--- config.mk ---
export PLATFORM = sky130hd
export DESIGN_NAME = aurs_ctrl
export DESIGN_NICKNAME = d
export VERILOG_FILES = /design/src/rtl/aurs_pkg.sv /design/src/rtl/aurs_ctrl.sv
export SDC_FILE = /design/constraint.sdc
export NUM_CORES = 1
export LEC_CHECK = 0
export BUFFER_PORTS_ARGS = -buffer_cell sky130_fd_sc_hd__buf_2
export CAP_MARGIN = 15
export CORE_ASPECT_RATIO = 0.9
export CORE_MARGIN = 2
export CORE_UTILIZATION = 37
export DETAILED_ROUTE_END_ITERATION = 8
export PLACE_DENSITY = 0.78
export SYNTH_ARGS = -nofsm -noshare
export SYNTH_HDL_FRONTEND = slang
export SYNTH_SLANG_ARGS = --single-unit
--- constraint.sdc ---
create_clock -name i_clk -period 2.5 [get_ports i_clk]
set_clock_uncertainty 0.2 [all_clocks]
set_input_delay 0.625 -clock i_clk [delete_from_list [all_inputs] [get_ports i_clk]]
set_output_delay 0.625 -clock i_clk [all_outputs]
set_load 0.1 [all_outputs]
--- src/rtl/aurs_pkg.sv ---
// ---------------------------------------------------------------------------
// aurs_pkg
// Types and constants of the Art-Net universe receiver.
// ---------------------------------------------------------------------------
`default_nettype none
package aurs_pkg;
    localparam int MAX_UNIVERSES_DEF = 16;
    localparam int CHANNELS_DEF      = 512;
    localparam logic [15:0] OP_DMX   = 16'h5000;
    localparam logic [15:0] OP_SYNC  = 16'h5200;
    localparam logic [15:0] OP_POLL  = 16'h2000;
    localparam logic [15:0] TIMEOUT_RST = 16'd1000;
    localparam int DATA_MAX = 512;
    localparam logic [10:0] POS_MAX = 11'd2047;

    localparam logic [2:0] F_BYTE = 3'd0;
    localparam logic [2:0] F_TICK = 3'd1;
    localparam logic [2:0] F_FRAME = 3'd2;
    localparam logic [2:0] F_REG  = 3'd3;
    localparam logic [2:0] F_READ = 3'd4;

    localparam logic [3:0] ST_READ   = 4'd0;
    localparam logic [3:0] ST_DMX    = 4'd1;
    localparam logic [3:0] ST_UNK    = 4'd2;
    localparam logic [3:0] ST_SYNC   = 4'd3;
    localparam logic [3:0] ST_POLL   = 4'd4;
    localparam logic [3:0] ST_DROP   = 4'd5;
    localparam logic [3:0] ST_REGD   = 4'd6;
    localparam logic [3:0] ST_DUP    = 4'd7;
    localparam logic [3:0] ST_FULL   = 4'd8;
    localparam logic [3:0] ST_MISS   = 4'd9;

    typedef struct packed {
        logic [2:0]  func;
        logic [7:0]  byte_value;
        logic        last_byte;
        logic [15:0] universe_id;
        logic [9:0]  channel;
    } t_in_item;

    typedef struct packed {
        logic [3:0] status;
        logic [7:0] read_data;
    } t_out_item;

    // controller -> datapath commands
    typedef struct packed {
        logic load;       // capture input item
        logic search;     // run table search step
        logic byte_step;  // apply packet byte
        logic tick;
        logic frame;
        logic reg_start;  // begin registration (table write, clear init)
        logic clr_step;   // one bank clear write
        logic copy_rd;    // read staging at counter
        logic copy_wr;    // write bank from staging data
        logic dmx_fin;    // finish dmx commit
        logic sync_set;
        logic rd_issue;   // issue bank read
        logic hdr_clr;
    } t_cmd;

    // datapath -> controller status
    typedef struct packed {
        logic       search_done;
        logic       found;
        logic       full;
        logic       copy_done;
        logic       short_pkt;
        logic       bad_id;
        logic [15:0] opcode;
        logic       dmx_bad;
        logic       ch_bad;
        logic       ch_zero;
    } t_sts;

    function automatic logic [7:0] id_byte(input logic [2:0] p);
        logic [7:0] r;
        begin
            unique case (p)
                3'd0: r = 8'h41;
                3'd1: r = 8'h72;
                3'd2: r = 8'h74;
                3'd3: r = 8'h2D;
                3'd4: r = 8'h4E;
                3'd5: r = 8'h65;
                3'd6: r = 8'h74;
                default: r = 8'h00;
            endcase
            return r;
        end
    endfunction
endpackage
`default_nettype wire

--- src/rtl/aurs_ctrl.sv ---
// ---------------------------------------------------------------------------
// aurs_ctrl
// Sequencer for byte, tick, frame, registration and read items.
// ---------------------------------------------------------------------------
`default_nettype none
module aurs_ctrl #(
    parameter int CHANNELS = aurs_pkg::CHANNELS_DEF
) (
    input  wire logic           i_clk,
    input  wire logic           i_rst_n,
    input  wire logic           i_valid,
    output logic                o_ready,
    input  aurs_pkg::t_in_item  i_item,
    output logic                o_valid,
    input  wire logic           i_ready,
    output aurs_pkg::t_out_item o_item,
    output aurs_pkg::t_cmd      o_cmd,
    input  aurs_pkg::t_sts      i_sts,
    input  wire logic [7:0]     i_rd_data
);
    import aurs_pkg::*;

    localparam int CW = (CHANNELS > 1) ? $clog2(CHANNELS) : 1;
    localparam logic [3:0] S_IDLE = 4'd0, S_DISP = 4'd1, S_FIN = 4'd2, S_SRCH = 4'd3,
        S_CLR = 4'd4, S_COPY = 4'd5, S_CEND = 4'd6, S_RD = 4'd7, S_RDW = 4'd8,
        S_OUT = 4'd9, S_CLR2 = 4'd10;

    logic [3:0] r_state, n_state;
    logic r_oval, n_oval;
    t_out_item r_out, n_out;
    t_out_item r_res, n_res;
    logic [CW+1:0] r_ccnt, n_ccnt;
    logic s_fire;

    assign s_fire = i_valid && o_ready;
    assign o_ready = (r_state == S_IDLE);
    assign o_valid = r_oval;
    assign o_item = r_out;

    always_ff @(posedge i_clk) begin
        if (!i_rst_n) begin
            r_state <= S_IDLE; r_oval <= 1'b0; r_ccnt <= '0;
        end else begin
            r_state <= n_state; r_oval <= n_oval; r_ccnt <= n_ccnt;
        end
        r_out <= n_out;
        r_res <= n_res;
    end

    always_comb begin
        n_state = r_state; n_oval = r_oval; n_out = r_out; n_res = r_res; n_ccnt = r_ccnt;
        o_cmd = '0;
        if (r_oval && i_ready) n_oval = 1'b0;
        unique case (r_state)
            S_IDLE: begin
                if (s_fire) begin
                    o_cmd.load = 1'b1;
                    n_state = S_DISP;
                end
            end
            S_DISP: begin
                n_state = S_IDLE;
                case (i_item.func)
                    F_BYTE: begin
                        o_cmd.byte_step = 1'b1;
                        if (i_item.last_byte) n_state = S_FIN;
                    end
                    F_TICK: o_cmd.tick = 1'b1;
                    F_FRAME: o_cmd.frame = 1'b1;
                    F_REG, F_READ: n_state = S_SRCH;
                    default: n_state = S_IDLE;
                endcase
            end
            S_FIN: begin
                o_cmd.hdr_clr = 1'b1;
                n_state = S_OUT;
                n_res.read_data = 8'h00;
                if (i_sts.short_pkt || i_sts.bad_id) n_res.status = ST_DROP;
                else if (i_sts.opcode == OP_SYNC) begin
                    o_cmd.sync_set = 1'b1; n_res.status = ST_SYNC;
                end else if (i_sts.opcode == OP_POLL) n_res.status = ST_POLL;
                else if (i_sts.opcode != OP_DMX || i_sts.dmx_bad) n_res.status = ST_DROP;
                else begin
                    o_cmd.hdr_clr = 1'b0;
                    n_state = S_SRCH;
                end
            end
            S_SRCH: begin
                o_cmd.search = 1'b1;
                if (i_sts.search_done) begin
                    n_res.read_data = 8'h00;
                    n_state = S_OUT;
                    case (i_item.func)
                        F_BYTE: begin
                            if (!i_sts.found) begin
                                n_res.status = ST_UNK; o_cmd.hdr_clr = 1'b1;
                            end else begin
                                n_state = S_COPY; n_ccnt = '0;
                            end
                        end
                        F_REG: begin
                            if (i_sts.found) n_res.status = ST_DUP;
                            else if (i_sts.full) n_res.status = ST_FULL;
                            else begin
                                o_cmd.reg_start = 1'b1; n_state = S_CLR; n_ccnt = '0;
                            end
                        end
                        default: begin
                            if (!i_sts.found || i_sts.ch_bad) n_res.status = ST_MISS;
                            else if (i_sts.ch_zero) n_res.status = ST_READ;
                            else begin
                                o_cmd.rd_issue = 1'b1; n_state = S_RD;
                            end
                        end
                    endcase
                end
            end
            S_CLR: begin
                o_cmd.clr_step = 1'b1;
                n_ccnt = r_ccnt + 1'b1;
                if (r_ccnt == (CW+2)'(2 * (1 << CW) - 1)) begin
                    n_res.status = ST_REGD; n_state = S_OUT;
                end
            end
            S_COPY: begin
                if (i_sts.copy_done) n_state = S_CEND;
                else begin
                    o_cmd.copy_rd = 1'b1; n_state = S_CLR2;
                end
            end
            S_CLR2: begin
                o_cmd.copy_wr = 1'b1; n_state = S_COPY;
            end
            S_CEND: begin
                o_cmd.dmx_fin = 1'b1; o_cmd.hdr_clr = 1'b1;
                n_res.status = ST_DMX; n_state = S_OUT;
            end
            S_RD: n_state = S_RDW;
            S_RDW: begin
                n_res.status = ST_READ; n_res.read_data = i_rd_data; n_state = S_OUT;
            end
            S_OUT: begin
                if (!r_oval || i_ready) begin
                    n_out = r_res; n_oval = 1'b1; n_state = S_IDLE;
                end
            end
            default: n_state = S_IDLE;
        endcase
    end
endmodule
`default_nettype wire

# Word level (Yosys, flattened, before mapping)
# Index checks and enable logic that the tools add are counted.
# word_totals
inputBits	75
output_inout_bits	27
reg_bits	40
word_cells	132
# classes
n_addsub	1
muxes	73
eq_ne	30
reduce_logical	21
# op_table
cell	n
4-bit two-way mux	24
11-bit two-way mux	4
11-bit case mux with 2 select lines	2
4-bit case mux with 10 select lines	1
1-bit two-way mux	32
4-bit case mux with 2 select lines	3
8-bit case mux with 3 select lines	1
4-bit case mux with 5 select lines	1
16-bit by 14-bit equality test with 1-bit output, second input constant	1
16-bit by 15-bit equality test with 1-bit output, second input constant	1
4-bit by 3-bit equality test with 1-bit output, second input constant	4
16-bit by 15-bit inequality test with 1-bit output, second input constant	1
4-bit equality test, second input constant	3
12-bit two-way mux	1
3-bit inequality test, second input constant	4
11-bit by 1-bit adder with 11-bit output, second input constant	1
11-bit by 10-bit equality test with 1-bit output, second input constant	1
4-bit by 2-bit equality test with 1-bit output, second input constant	2
7-bit AND reduction	1
3-bit by 2-bit equality test with 1-bit output, second input constant	2
2-bit inequality test, second input constant	3
6-bit AND reduction	1
2-bit OR reduction	3
5-bit by 3-bit inequality test with 1-bit output, second input constant	1
other kinds (20)	27

# Longest topological paths before layout
# depth
word_depth	7
ltp_mapped	7
ltp_nobuf	6

# Worst setup path after synthesis
# No wires, ideal clock.
# synth_path
path_type	reg2out
start	register r_state[0]
end	output port o_cmd[12] in the netlist's numbering
stages_incl_launch_ff	5
path_buffers	2
setup_slack_ps	-2989
arrival_time_ps	4664
required_ps	1675
path_cell_list	dfxtp_1 -> clkbuf_1 -> clkbuf_1 -> nor4_1 -> and2_1
# synth_lines
item	line	source
from (decl)	aurs_ctrl.sv:28	logic [3:0] r_state, n_state;
from (signal assigned)	aurs_ctrl.sv:44	r_state <= n_state; r_oval <= n_oval; r_ccnt <= n_ccnt;
to (decl)	aurs_ctrl.sv:17	output aurs_pkg::t_cmd o_cmd,

==> results.md <==
- Min Tclk post-route: around 2.8 ns
- Ys async rst share: 0
- First-pass GRT wire length: around 9900 um
- # setup viols final: 3
- Cells after DPL: 414
- CP max FO: 2
- CTS tree: built
- Layout Nets: about 430
- Final period utilization: 1.14
- Synth warn: 0
- Unrepaired setup endpoints after global routing: true
- Post-synth cell types: 54
- Hold bufs inserted after CTS: 0
- Die Wd: around 87 um
- N_diodes: 0
- Final Cell Area: about 3600 um^2
- Synth Instances: 245
- Register area share after synthesis: 0.454
- Die ar.: 6850 um^2
- Via count of the routed design: between 2000 and 2500
- R2R Setup Slk: between 0.4 and 0.5 ns
- Initial DRC Count: around 150
- GRT Overall Usage: 0.182
- Hold/Removal Path Class: reg -> reg
- Synth top area share: 0.314
- Leak Pwr: 1.39 nW
- Synthesis-stage register bit count: 40
- Area Overhead vs Synth: 55.3%
- Non-Filler Instances: approximately 430
- Worst setup EP type: output port
- R2R cell count: 5
- Share of post-route cells with drive strength above 1: 0.484
- Cell area after synthesis: between 2000 and 2500 um^2
- DP HPWL: about 4800 um
- Starting density of the core: 0.379
- Clock transition at path regs: 0.07 ns
- Final Hold Fails: 0
- Failing checks: negative setup slack
- Reg-to-Reg End: r_res[10]
- Core area: a little over 6000 um^2
- Setup WS post-layout: -0.347 ns
- Dpl cell area: between 3000 and 4000 um^2
- Vias/cell: ~5.3
- Least-Margin Pin Slew: 0.492 ns
- Max-cap viol count: 0
- Min-delay src: r_res[1]
- Routed WL: just over 6000 um
- Count leader, synth: edfxtp_1
- Critical Path Start Type: primary input
- Largest net degree at the start of global routing: 13
- CTS root buf: clkbuf_8
- Ports: 102
- Post-synth top cells: edfxtp_1 (24), nor2_1 (23), nand2_1 (18)
- TritonRoute pass-1 iters: 4
- Antenna violations before repair: 0
- Hold Crit Depth: 0
- Post-synth top flop: edfxtp_1
- Outcome: complete, but fails checks
- Mapped Nets: between 300 and 400
- Clk sinks: 40
- FMAX: about 0.35 GHz
- WS Path Type: in -> out
- DR DRC count: 0
- CTS H-tree lvls: 2
- VDD IR-drop max: roughly 0.25 mV
- GRT overflow: 0
- Clock Latency Late Sink: 0.28 ns
- Hold Path End: o_item[1]
- Height of the chip: around 79 um
- I/O Buffers: between 60 and 70
- Routed wire per std cell: between 10 and 15 um
- Vias in the first global route: around 2100
- Longest Clk Path Bufs: 2
- Final Max Tran Viols: 0
- Number of synthesized flops with an enable pin: 24
- Total CTS buffers: 5
- Post-DRT Antenna Nets: 0
- Slew headroom: 0.675
- Ranking of synthesized cells by area: edfxtp_1 (31%), dfxtp_1 (14%), xnor2_1 (3.8%)
- Yosys top cell by area: edfxtp_1
- WP data required: 1.67 ns
- Row count: 27
- Reg2reg start: r_ccnt[0]
- Routability cong.: just over 0.9
- Syn_area_per_cell: 9.36 um^2
- Worst EP arrival: 2.02 ns
- Power Dens Cells: 402 nW/um^2
-- worst max-delay path by stage --
stage / start / end / slack [ns] / cells past startpoint
after floorplan: r_state[2] / o_cmd[12] / -0.54 / 4
after global placement: i_sts[19] / o_cmd[2] / -0.41 / 7
after detailed placement: i_sts[19] / o_cmd[2] / -0.44 / 7
after CTS: i_sts[3] / o_cmd[2] / -0.31 / 7
after global routing: i_sts[3] / o_cmd[2] / -0.40 / 7
final: i_sts[3] / o_cmd[2] / -0.35 / 7
-- metrics by stage --
step / hold WS (ns) / utilization / TNS (ns) / total power, mW / worst slack (ns)
after global routing: 0.225 / 0.589 / -0.788 / 1.49 / -0.400
after CTS: 0.222 / 0.577 / -0.546 / 1.43 / -0.307
after detailed placement: 0.205 / 0.547 / -2.61 / 1.03 / -0.441
final: 0.220 / 0.589 / -0.628 / 1.43 / -0.347
after global placement: 0.200 / 0.547 / -2.42 / 1.02 / -0.407
after floorplan: 0.200 / - / -2.24 / 0.899 / -0.537
-- worst max-delay path: stages --
cell and delay [ns]:
buf_6 0.09, or4_4 0.55, nor4_4 0.20, buf_4 0.19
nand3_4 0.07, nor2_4 0.12, buf_12 0.18
-- sequential cells by signal (all words and copies together) (netlist names) --
name,flops
r_res,12
r_ccnt,11
r_state,4
o_item,12
o_valid,1
-- report_power, final --
part,switching (mW),internal (mW),leakage (nW)
logic,0.184,0.131,1.00
registers,0.00950,0.708,0.346
clock network,0.209,0.189,0.0400
total,0.403,1.03,1.39
-- layer usage --
layer  part of all wire  GRT usage  vias up
met3              0.049     0.0468        6
met1               0.45      0.239     1060
met2               0.49      0.302       73
met5                  0          0        -
met4             0.0077     0.0359        0
li1                   -          -     1118
-- cell families after synthesis --
family                     Yosys count  synth area share
xor gates and xnor gates            11            0.0420
AOI/OAI and AO/OA                   59             0.184
DFF                                 40             0.454
buffers and inverters               21            0.0453
adders and majority gates            1           0.00545
and+or+nand+nor                    113             0.270
-- layout by cell type, fill, tap and decap left out, types with 7 or more instances in the layout --
| cell | count |
|---|---|
| nand2_1 | 16 |
| nor2_1 | 19 |
| buf_2 | 51 |
| a21oi_1 | 16 |
| edfxtp_1 | 24 |
| dfxtp_1 | 12 |
| nand2b_1 | 7 |
| nor2_2 | 9 |
| buf_4 | 44 |
| and2_1 | 9 |
| xnor2_1 | 10 |
| buf_12 | 15 |
-- what timing repair did --
| item | CTS | global route |
|---|---|---|
| pin swaps | 4 | 4 |
| buffers inserted | 2 | 4 |
| setup endpoints to repair | 13 | 10 |
| resized for setup | 16 | 15 |
-- final cells by class --
class                      count  area (um^2)
clock buffer                   5         68.8
fill                         511         2480
clock inverter                 2         12.5
multi-input combinational    184         1370
inverter                       7         30.0
sequential                    40         1050
timing repair buffer         115          942
tap                           72         90.1
Note: power is estimated with default switching activity, not from simulation.
